**src/hw/rtl/sds_pkg.sv**
```systemverilog
// Shared constants, state encoding and card decode for the seeded deck shuffle.
// No dependencies; imported by sds_divider and seeded_deck_shuffle.
package sds_pkg;

    localparam int DECK_SIZE      = 52;
    localparam int RANKS_PER_SUIT = 13;

    localparam int IDX_W  = 6;           // position / card code width
    localparam int DIV_W  = IDX_W + 1;   // modulus i+1 reaches 52
    localparam int RNG_W  = 32;
    localparam int CNT_W  = $clog2(RNG_W);
    localparam int SUIT_W = 2;
    localparam int RANK_W = 4;

    localparam logic [RNG_W-1:0] SEED_FOR_ZERO = 32'h9E37_79B9;
    localparam logic [IDX_W-1:0] LAST_POS      = IDX_W'(DECK_SIZE - 1);

    typedef enum logic [3:0] {
        ST_IDLE,
        ST_FILL,
        ST_DRAW,
        ST_DIV,
        ST_RD_I,
        ST_RD_J,
        ST_WR_I,
        ST_WR_J,
        ST_EM_RD,
        ST_EM_OUT
    } t_state;

    typedef struct packed {
        logic             start;
        logic [RNG_W-1:0] dividend;
        logic [DIV_W-1:0] divisor;
    } t_div_req;

    typedef struct packed {
        logic             done;
        logic [DIV_W-1:0] rem;
    } t_div_rsp;

    // xorshift32 with shifts 13, 17, 5
    function automatic logic [RNG_W-1:0] xorshift(input logic [RNG_W-1:0] w);
        logic [RNG_W-1:0] x;
        x = w;
        x = x ^ (x << 13);
        x = x ^ (x >> 17);
        x = x ^ (x << 5);
        return x;
    endfunction

    // suit by comparing against the constant suit boundaries
    function automatic logic [SUIT_W-1:0] card_suit(input logic [IDX_W-1:0] card);
        logic [IDX_W-1:0] q;
        q = '0;
        for (int s = 1; s * RANKS_PER_SUIT < (1 << IDX_W); s++) begin
            if (card >= IDX_W'(s * RANKS_PER_SUIT))
                q = IDX_W'(s);
        end
        return q[SUIT_W-1:0];
    endfunction

    function automatic logic [RANK_W-1:0] card_rank(input logic [IDX_W-1:0] card);
        logic [IDX_W-1:0] r;
        logic [IDX_W-1:0] v;
        r = card;
        for (int s = 1; s * RANKS_PER_SUIT < (1 << IDX_W); s++) begin
            if (card >= IDX_W'(s * RANKS_PER_SUIT))
                r = card - IDX_W'(s * RANKS_PER_SUIT);
        end
        v = r + IDX_W'(1);
        return v[RANK_W-1:0];
    endfunction

endpackage

```
**src/hw/rtl/sds_divider.sv**
```systemverilog
// Restoring remainder unit: 32-bit dividend modulo a small divisor, one bit per cycle.
// Depends on sds_pkg.
module sds_divider
    import sds_pkg::*;
(
    input  logic     i_clk,
    input  logic     i_rst_n,
    input  t_div_req i_req,
    output t_div_rsp o_rsp
);

    logic             r_busy;
    logic             r_done;
    logic [CNT_W-1:0] r_cnt;
    logic [RNG_W-1:0] r_dvd;
    logic [DIV_W-1:0] r_rem;
    logic [DIV_W-1:0] r_div;

    logic [DIV_W:0]   w_sh;
    logic [DIV_W:0]   w_sub;
    logic             w_ge;
    logic [DIV_W-1:0] n_rem;

    always_comb begin
        w_sh  = {r_rem, r_dvd[RNG_W-1]};
        w_ge  = w_sh >= {1'b0, r_div};
        w_sub = w_sh - {1'b0, r_div};
        // partial remainder stays below the divisor
        n_rem = w_ge ? w_sub[DIV_W-1:0] : w_sh[DIV_W-1:0];
    end

    always_ff @(posedge i_clk) begin
        if (!i_rst_n) begin
            r_busy <= 1'b0;
            r_done <= 1'b0;
        end else begin
            r_done <= 1'b0;
            if (i_req.start) begin
                r_busy <= 1'b1;
            end else if (r_busy && r_cnt == '0) begin
                r_busy <= 1'b0;
                r_done <= 1'b1;
            end
        end
    end

    always_ff @(posedge i_clk) begin
        if (i_req.start) begin
            r_cnt <= CNT_W'(RNG_W - 1);
            r_dvd <= i_req.dividend;
            r_rem <= '0;
            r_div <= i_req.divisor;
        end else if (r_busy) begin
            r_cnt <= r_cnt - 1'b1;
            r_dvd <= r_dvd << 1;
            r_rem <= n_rem;
        end
    end

    assign o_rsp.done = r_done;
    assign o_rsp.rem  = r_rem;

endmodule

```
**src/hw/rtl/seeded_deck_shuffle.sv**
```systemverilog
// Seeded deck shuffle top level: sequencer, deck memory and output register.
// Depends on sds_pkg and sds_divider.
//
//  channel | direction | handshake         | payload
//  seed    | in        | i_valid / o_stall | i_seed[31:0]
//  card    | out       | o_valid / i_stall | o_position, o_suit, o_rank, o_last
//
// One seed fills the deck, then runs 51 shuffle steps (xorshift draw, bit-serial modulo,
// two reads and two writes on the deck memory), then emits each card from a read state
// and an output state.
// o_stall goes high once a seed beat is accepted and stays high until the last card sits in the
// output register. Output stalls hold the emitter; reset is synchronous, active low.
module seeded_deck_shuffle
    import sds_pkg::*;
(
    input  logic              i_clk,
    input  logic              i_rst_n,
    input  logic              i_valid,
    output logic              o_stall,
    input  logic [RNG_W-1:0]  i_seed,
    output logic              o_valid,
    input  logic              i_stall,
    output logic [IDX_W-1:0]  o_position,
    output logic [SUIT_W-1:0] o_suit,
    output logic [RANK_W-1:0] o_rank,
    output logic              o_last
);

    t_state           r_state, n_state;
    logic [IDX_W-1:0] r_idx, n_idx;
    logic [IDX_W-1:0] r_j, n_j;
    logic [IDX_W-1:0] r_ti, n_ti;
    logic [RNG_W-1:0] r_rng, n_rng;

    logic [IDX_W-1:0] r_mem [DECK_SIZE];
    logic [IDX_W-1:0] r_rd;
    logic             w_we;
    logic [IDX_W-1:0] w_waddr;
    logic [IDX_W-1:0] w_wdata;
    logic [IDX_W-1:0] w_raddr;

    logic             r_ovalid;
    logic [IDX_W-1:0] r_position;
    logic [SUIT_W-1:0] r_suit;
    logic [RANK_W-1:0] r_rank;
    logic             r_last;
    logic             w_out_load;

    logic [RNG_W-1:0] w_xs;
    t_div_req         w_div_req;
    t_div_rsp         w_div_rsp;
    logic             w_accept;

    assign w_accept = i_valid && (r_state == ST_IDLE);
    assign w_xs     = xorshift(r_rng);

    sds_divider u_div (
        .i_clk   (i_clk),
        .i_rst_n (i_rst_n),
        .i_req   (w_div_req),
        .o_rsp   (w_div_rsp)
    );

    always_ff @(posedge i_clk) begin
        if (!i_rst_n) begin
            r_state <= ST_IDLE;
            r_idx   <= '0;
            r_rng   <= '0;
        end else begin
            r_state <= n_state;
            r_idx   <= n_idx;
            r_rng   <= n_rng;
        end
    end

    always_ff @(posedge i_clk) begin
        r_j  <= n_j;
        r_ti <= n_ti;
    end

    always_comb begin
        n_state    = r_state;
        n_idx      = r_idx;
        n_j        = r_j;
        n_ti       = r_ti;
        n_rng      = r_rng;
        w_we       = 1'b0;
        w_waddr    = r_idx;
        w_wdata    = r_idx;
        w_raddr    = r_idx;
        w_out_load = 1'b0;
        w_div_req.start    = 1'b0;
        w_div_req.dividend = w_xs;
        w_div_req.divisor  = {1'b0, r_idx} + DIV_W'(1);
        unique case (r_state)
            ST_IDLE: begin
                if (w_accept) begin
                    n_rng   = (i_seed != '0) ? i_seed : SEED_FOR_ZERO;
                    n_idx   = '0;
                    n_state = ST_FILL;
                end
            end
            ST_FILL: begin
                w_we = 1'b1;
                if (r_idx == LAST_POS) begin
                    n_state = ST_DRAW;
                end else begin
                    n_idx = r_idx + 1'b1;
                end
            end
            ST_DRAW: begin
                n_rng           = w_xs;
                w_div_req.start = 1'b1;
                n_state         = ST_DIV;
            end
            ST_DIV: begin
                if (w_div_rsp.done) begin
                    n_j     = w_div_rsp.rem[IDX_W-1:0];
                    n_state = ST_RD_I;
                end
            end
            ST_RD_I: begin
                n_state = ST_RD_J;
            end
            ST_RD_J: begin
                w_raddr = r_j;
                n_ti    = r_rd;
                n_state = ST_WR_I;
            end
            ST_WR_I: begin
                w_we    = 1'b1;
                w_wdata = r_rd;
                n_state = ST_WR_J;
            end
            ST_WR_J: begin
                w_we    = 1'b1;
                w_waddr = r_j;
                w_wdata = r_ti;
                if (r_idx == IDX_W'(1)) begin
                    n_idx   = '0;
                    n_state = ST_EM_RD;
                end else begin
                    n_idx   = r_idx - 1'b1;
                    n_state = ST_DRAW;
                end
            end
            ST_EM_RD: begin
                n_state = ST_EM_OUT;
            end
            ST_EM_OUT: begin
                if (!r_ovalid || !i_stall) begin
                    w_out_load = 1'b1;
                    if (r_idx == LAST_POS) begin
                        n_idx   = '0;
                        n_state = ST_IDLE;
                    end else begin
                        n_idx   = r_idx + 1'b1;
                        n_state = ST_EM_RD;
                    end
                end
            end
            default: begin
                n_state = ST_IDLE;
            end
        endcase
    end

    // deck memory: one write and one registered read per cycle
    always_ff @(posedge i_clk) begin
        if (w_we) begin
            r_mem[w_waddr] <= w_wdata;
        end
        r_rd <= r_mem[w_raddr];
    end

    always_ff @(posedge i_clk) begin
        if (!i_rst_n) begin
            r_ovalid <= 1'b0;
        end else if (w_out_load) begin
            r_ovalid <= 1'b1;
        end else if (!i_stall) begin
            r_ovalid <= 1'b0;
        end
    end

    always_ff @(posedge i_clk) begin
        if (w_out_load) begin
            r_position <= r_idx;
            r_suit     <= card_suit(r_rd);
            r_rank     <= card_rank(r_rd);
            r_last     <= (r_idx == LAST_POS);
        end
    end

    assign o_stall    = (r_state != ST_IDLE);
    assign o_valid    = r_ovalid;
    assign o_position = r_position;
    assign o_suit     = r_suit;
    assign o_rank     = r_rank;
    assign o_last     = r_last;

`ifndef SYNTHESIS
    a_seed_starts_fill: assert property (@(posedge i_clk) disable iff (!i_rst_n)
        w_accept |=> (r_state == ST_FILL))
        else $error("accepted seed did not start the deck fill");

    a_rem_in_range: assert property (@(posedge i_clk) disable iff (!i_rst_n)
        (w_div_rsp.done && r_state == ST_DIV) |-> ({1'b0, w_div_rsp.rem} <= {2'b00, r_idx}))
        else $error("modulo result exceeds current shuffle index");

    a_last_at_end: assert property (@(posedge i_clk) disable iff (!i_rst_n)
        o_valid |-> (o_last == (o_position == LAST_POS)))
        else $error("last mark does not match final deck position");

    a_load_frees_slot: assert property (@(posedge i_clk) disable iff (!i_rst_n)
        (r_ovalid && i_stall) |-> !w_out_load)
        else $error("output register overwritten while stalled");
`endif

endmodule
```
**config.mk**
```make
export PLATFORM = sky130hd
export DESIGN_NAME = seeded_deck_shuffle
export DESIGN_NICKNAME = d
export VERILOG_FILES = /design/src/hw/rtl/sds_pkg.sv /design/src/hw/rtl/sds_divider.sv /design/src/hw/rtl/seeded_deck_shuffle.sv
export SDC_FILE = /design/constraint.sdc
export NUM_CORES = 1
export LEC_CHECK = 0
export BUFFER_PORTS_ARGS = -buffer_cell sky130_fd_sc_hd__buf_2
export CORE_UTILIZATION = 30
export CTS_BUF_LIST = sky130_fd_sc_hd__clkbuf_4 sky130_fd_sc_hd__clkbuf_8
export CTS_CLUSTER_DIAMETER = 120
export DETAILED_ROUTE_END_ITERATION = 7
export PLACE_DENSITY_LB_ADDON = 0.12
export SLEW_MARGIN = 20
export SYNTH_ARGS = -nofsm -noshare
export SYNTH_HDL_FRONTEND = slang
export SYNTH_SLANG_ARGS = --single-unit
```
**constraint.sdc**
```tcl
create_clock -name i_clk -period 6.9 [get_ports i_clk]
set_input_delay 2.07 -clock i_clk [delete_from_list [all_inputs] [get_ports i_clk]]
set_output_delay 2.07 -clock i_clk [all_outputs]
set_load 0.05 [all_outputs]
```
==> summary.md, run 1 <==
| Metric | Value |
|---|---|
| Outcome | finished clean |
| Hold Buf Count CTS | 0 |
| Final min period | between 4000 and 5000 ps |
| Synth async-reset ratio | 0% |
| Largest net degree at the start of global routing | roughly 70 |
| DIE HEIGHT | 257 µm |
| Power per cell area | between 300 and 400 nW/µm² |
| CTS buffer count | 80 |
| Post-CTS setup buffers | 0 |
| Number of global-route vias before repair | around 13,000 |
| Initial antenna violation count | 2 |
| Post-DRT Antenna Nets | 0 |
| RSZ-0062 raised after global routing | false |
| # resized after CTS | 0 |
| Max cap viols | 0 |
| Number of H-tree levels | 3 |
| Post-synth top cells | edfxtp_1, nand2_1, nor2_1 |
| Slowest CP cell | dfxtp_1 |
| Unique cell type count in the Yosys netlist | 68 |
| Worst Clk Skew | roughly 60 ps |
| Ys Warns | 0 |
| HP Class | reg2reg |
| Initial Utilization | a little under a third |
| Main synth FF type | edfxtp_1 |
| Final wirelength | around 56,000 µm |
| # setup viols final | 0 |
| Max Slew Vio Count | 0 |
| Worst slew margin | a little over a quarter |
| Syn Inst Count | roughly 1,600 |
| Critical Path AT | approximately 2100 ps |
| Final setup margin | between 2000 and 3000 ps |
| DRT iter0 DRCs | approximately 850 |
| Clk buf depth | 3 |
| Max FO, Critical Path | 17 |
| Syn nets | roughly 1,700 |
| CTS root buffer | clkbuf_8 |
| First-pass GRT wire length | ~86,000 µm |
| Die X | 257 µm |
| Fillers | around 6,400 |
| Final instance area | around 22,000 µm² |
| Clock sinks | 439 |
| IO Pins | around 50 |
| Syn Std Cell Area | a little under 20,000 µm² |
| Wirelength per Cell | 21.5 µm |
| Area of placed instances | a little over 20,000 µm² |
| Least-Margin Pin Slew | 1080 ps |
| Area contributors post-synth | edfxtp_1, dfxtp_1, nand2_1 |
| Worst vdd ir | 156 µV |
| Core Rows | 93 |
| FMAX | approximately 240 MHz |
| DRT Pass-1 Iters | 5 |
| Gr usage total | approximately 17% |
| Core Footprint | approximately 64,000 µm² |
| Worst hold slack | roughly 460 ps |
| Worst setup SP type | flop |
| Final Net Count | 1,768 |
| Syn avg cell area | between 10 and 15 µm² |
| Port buffer count | 50 |
| Clock transition at path regs | approximately 60 ps |
| Post-synth EDFFs | around 380 |
| Hpwl dp | between 30,000 and 40,000 µm |
| Vias/cell | just under 5 |
| Worst-path cell chain | or2_2, or3_1, buf_2 |
| Largest stage delay, worst path | approximately 500 ps |
| Total gr overflow | 0 |
| Crit Path Class | reg2out |
| Worst-Skew Late Latency | ~670 ps |
| Cell taking the most area after synthesis | edfxtp_1 |
| CTS tree | yes |
| Die ar. | between 60,000 and 70,000 µm² |
| Area share of the largest cell type after synthesis | 57.7% |
| CP required | 4830 ps |
| Share of layout cells above drive strength 1 | between 10% and 20% |
| GP Congestion | approximately 0.8 |
| Post-route insts no fill | 2,625 |
| Area grow syn2layout | 13.7% |
| Setup slack after placement | ~3000 ps |
| Count leader, synth | edfxtp_1 |
| Sequential-to-total area share from yosys stat | between 60% and 70% |
| CP Capture Type | output pin |
| Final Hold Vio Count | 0 |
| DRC errors left | 0 |
| Placed cell count | 2,480 |
| #FFs+latches synth | approximately 440 |
| P_leak | roughly 8 nW |
| DR vias | approximately 13,000 |
| Period utilisation layout | 60.9% |
| Setup tns final | 0 ps |
## final cells by class
type | instances | area (µm²) | area share [%]
sequential | 439 | 12600 | 56.4
multi-input combinational | 1088 | 6570 | 29.5
clock buffer | 104 | 1310 | 5.90
tap | 855 | 1070 | 4.81
timing repair buffer | 71 | 408 | 1.83
clock inverter | 39 | 236 | 1.06
inverter | 27 | 101 | 0.455
antenna | 2 | 5.00 | 0.0225
## cells in the final DEF (no fill, tap or decap), types with 11 or more instances in the layout
cell type and n:
buf_2 50, xnor2_1 61, xor2_1 23, a21oi_1 45, nor2b_1 22, clkbuf_4 19, nand4_1 26, buf_4 21
o22ai_1 12, clkinv_2 13, mux2i_1 55, ha_1 24, inv_1 26, and2_1 11, a21boi_0 12, a32oi_1 28
nand3_1 77, o21ai_0 38, and3_1 11, edfxtp_1 376, nand2_1 322, nor3_1 14, dfxtp_1 63, clkbuf_8 85
clkinv_1 18, nor2_1 149
## power breakdown
group	total [W]	internal, W	switching, W
clock	0.00243	0.00129	0.00114
combinational	0.00136	0.000509	0.000856
sequential	0.00320	0.00306	0.000138
## state kept, by name, indices dropped and copies added, names as in the netlist, 4 cells and up
register     cells
o_position       6
o_rank           4
r_idx            6
r_j              6
r_mem          312
r_rd             6
r_rng           32
r_state          4
r_ti             6
u_div.r_cnt      5
u_div.r_div      7
u_div.r_dvd     32
u_div.r_rem      7
## path summary, 6_finish.rpt
check / start / to / slack [ps] / cells past startpoint
max: r_state[1] / o_stall / 2700 / 3
min: u_div.r_rem[2] / r_j[2] / 460 / 0
max reg2reg: r_state[1] / r_rd[4] / 2950 / 7
min reg2reg: u_div.r_rem[2] / r_j[2] / 460 / 0
## logic make-up after synthesis
logic type,share of synthesized area (%)
AOI/OAI and AO/OA,7.83
xor gates and xnor gates,3.76
and+or+nand+nor,15.4
buffers and inverters,2.76
DFF,64.1
muxes,4.51
adders and majority gates,1.64
## per-layer routing
layer | up-vias | GRT usage (%) | wire (µm)
met5 | - | 0 | 0
met4 | 0 | 5.36 | 1340
met3 | 94 | 2.98 | 2230
met2 | 264 | 28.2 | 27100
met1 | 6517 | 22.8 | 25600
li1 | 6129 | - | -
## stage by stage
step	total power, W	utilization (%)
global placement	0.00463	32.1
floorplan	0.00421	-
CTS	0.00710	34.5
finish	0.00699	34.5
detailed placement	0.00463	32.1
global route	0.00737	34.5
## worst max-delay path, delay by kind of cell (launching register included)
| family | cells | cell delay, ps |
|---|---|---|
| buffers and inverters | 1 | 220 |
| DFF | 1 | 490 |
| and+or+nand+nor | 2 | 740 |
No activity file was read; power rests on OpenSTA's default activity.
==> run 2: changes to the inputs <==
- ABC_AREA: default -> 1
- clock period: 6.9 -> 3.53 ns (I/O delays scaled with it)
==> run 2 against run 1 <==
  * Sequential cell count stayed put
  * First-iteration DRC count up 16%
  * Hold slack got worse by 7.0 ps
  * Final area grew 5.8%
  * Largest power group unchanged
  * Highest routed layer is now met5
==> summary.md, run 2 <==
| Metric | Value |
|---|---|
| Crit path top cell by count | nand2_1 |
| Hpwl dp | ~37,000 µm |
| CP Capture Type | flop |
| Clock transition at path regs | approximately 60 ps |
| Critical R2R Capture | r_mem[15][2] |
| P_leak | approximately 9.6 nW |
| Post-synth EDFFs | approximately 380 |
| Share of layout cells above drive strength 1 | 11.7% |
| Biggest regs | r_mem: 312 flops, r_rng: 32 flops, u_div.r_dvd: 32 flops |
| Post-synth top cells | nand2_1, edfxtp_1, inv_1 |
| DRT Pass-1 Iters | 5 |
| Worst vdd ir | between 300 and 400 µV |
| Commonest non-fill, non-tap cell in the layout | nand2_1 |
| Reg2reg path depth | 8 |
| # setup viols final | 0 |
| Area contributors post-synth | edfxtp_1, nand2_1, nand3_1 |
| Number of global-route vias before repair | roughly 15,000 |
| CTS root buffer | clkbuf_8 |
| Crit Reg-Reg Startpoint | r_state[0] |
| Worst hold slack | about 460 ps |
| Die X | about 260 µm |
| Worst setup SP type | flop |
| Number of H-tree levels | 3 |
| Post-route insts no fill | between 3,000 and 4,000 |
| Slowest CP cell | nor2_1 |
| IO Pins | between 50 and 60 |
| GP Congestion | about 0.8 |
| Synth async-reset ratio | 0% |
| Sequential-to-total area share from yosys stat | approximately three fifths |
| Least-Margin Pin Slew | about 900 ps |
| Gr usage total | 17.3% |
| CP delay by family, top | simple AND/OR/NAND/NOR gates |
| Syn avg cell area | around 9.7 µm² |
| Max FO, Critical Path | 16 |
| Port buffer count | 50 |
| HP Class | reg2reg |
| Final wirelength | between 50,000 and 60,000 µm |
| #FFs+latches synth | 439 |
| Worst-Skew Late Latency | ~700 ps |
| DRT iter0 DRCs | a little under 1,000 |
| Syn nets | roughly 2,100 |
| Unique cell type count in the Yosys netlist | 35 |
| Max cap viols | 0 |
| First-pass GRT wire length | ~90,000 µm |
| Max Slew Vio Count | 0 |
| Core Footprint | ~67,000 µm² |
| DRC errors left | 0 |
| Main synth FF type | edfxtp_1 |
| Initial antenna violation count | 2 |
| Period utilisation layout | between 80% and 90% |
| CTS buffer count | 80 |
| RSZ-0062 raised after global routing | false |
| Count leader, synth | nand2_1 |
| Syn Std Cell Area | 20,300 µm² |
| Final min period | 3090 ps |
| FF/Latch Area | about 13,000 µm² |
| Buf/Inv on CP | 2 |
| CTS tree | yes |
| Critical Path AT | 3350 ps |
| Largest register FFs | ~310 |
| Final Net Count | 2,246 |
| Worst reg2reg setup slack | between 400 and 500 ps |
| DIE HEIGHT | 262 µm |
| Cell taking the most area after synthesis | edfxtp_1 |
| Post-DRT Antenna Nets | 0 |
| Placed cell count | 2,976 |
| Total gr overflow | 0 |
| Outcome | finished clean |
| Area of the multi-input gates | about 6300 µm² |
| Worst Clk Skew | around 64 ps |
| Largest stage delay, worst path | around 580 ps |
| Most flops, register | r_mem |
| # resized after CTS | 0 |
| Hold Buf Count CTS | 0 |
| Setup tns final | 0 ps |
| Worst-path cell chain | nand2_1, inv_1, nand2_1, o21ai_0, inv_1, nor2_1, nand2_1, nor2_1 |
| Die ar. | slightly below 70,000 µm² |
| DR vias | approximately 15,000 |
| Wirelength per Cell | 18.7 µm |
| CP required | between 3000 and 4000 ps |
| Syn Inst Count | approximately 2,100 |
| Most frequent cells in the layout | nand2_1, edfxtp_1, inv_1, nand3_1, o21ai_0 |
| Worst Hold End | u_div.r_rem[6] |
| Area grow syn2layout | 16.0% |
| Worst Hold Depth | 2 |
| Ys Warns | 0 |
| FMAX | 323 MHz |
| Fillers | between 6,000 and 7,000 |
| Clock sinks | 439 |
| Worst slew margin | between 40 and 50% |
| Worst hold start | u_div.r_rem[6] |
| Area share of the largest cell type after synthesis | 55.6% |
| Core Rows | 95 |
| Vias/cell | roughly 4.7 |
| Final Hold Vio Count | 0 |
| Post-CTS setup buffers | 0 |
| Crit Path Class | reg2reg |
| Clk buf depth | 3 |
| Largest net degree at the start of global routing | roughly 150 |
| Initial Utilization | between 30% and 40% |
| Power per cell area | a little under 700 nW/µm² |
==> run 2: cell count changes after synthesis, moves of 13 or more <==
cell / change
inv_1: +256
nand3_1: +188
nand2_1: +177
o21ai_0: +81
mux2i_1: -55
nor2_1: -45
xnor2_1: -34
o211ai_1: +29
a32oi_1: -28
nand3b_1: +25
nor2b_1: -22
nand4_1: -20
a31oi_1: +13
==> run 2: final cells by class <==
class                      instances  share of cell area (%)
multi-input combinational       1269                    26.7
sequential                       439                    53.3
antenna                            1                  0.0106
clock buffer                     110                    5.79
timing repair buffer             107                    3.41
inverter                         288                    4.59
clock inverter                    39                    1.50
tap                              873                    4.64
==> run 2: per-stage QoR <==
stage / utilization (%) / instance area, µm² / worst slack (ps) / total power [W]
global route: 35.1 / 23500 / 80.1 / 0.0169
CTS: 35.1 / 23500 / 443 / 0.0161
global placement: 32.6 / 21800 / 592 / 0.0108
finish: 35.1 / 23500 / 437 / 0.0159
detailed placement: 32.6 / 21800 / 511 / 0.0108
floorplan: - / 20300 / 920 / 0.00952
==> run 2: report_power, final <==
group	internal (W)	switching (W)
Combinational	0.00129	0.00277
Sequential	0.00624	0.000382
Clock	0.00297	0.00224
Total	0.0105	0.00539
==> run 2: kinds of logic after synthesis <==
group	share of synthesized area, %
flip-flops	61.8
XOR/XNOR	2.11
AND/OR/NAND/NOR	19.9
buffers and inverters	7.32
AO/OA/AOI/OAI	7.28
adder cells (fa/ha/maj)	1.58
==> run 2: worst reg2reg max path, cell delays in order (launching register included) <==
cell,delay [ps]
dfxtp_1,470
nand2_1,140
inv_1,90
nand2_1,270
o21ai_0,430
inv_1,100
nor2_1,140
nand2_1,450
nor2_1,580
==> run 2: how the worst max path moves through the flow <==
stage / start / endpoint / slack, ps / cells past startpoint
final: r_state[0] / r_mem[15][2] / 440 / 8
after global routing: r_state[0] / r_mem[47][4] / 80 / 6
after CTS: r_state[2] / r_mem[15][2] / 440 / 8
after detailed placement: r_state[2] / r_mem[15][5] / 510 / 8
after global placement: r_state[0] / r_mem[47][1] / 590 / 8
after floorplan: r_idx[2] / r_mem[0][2] / 920 / 3
==> run 2: metal layers <==
layer	up-vias	part of all wire [%]	GRT usage (%)
li1	7260	-	-
met3	92	4.9	3.34
met4	2	2.4	6.12
met1	7149	47	23.7
met2	331	45	27.3
met5	-	0.022	0
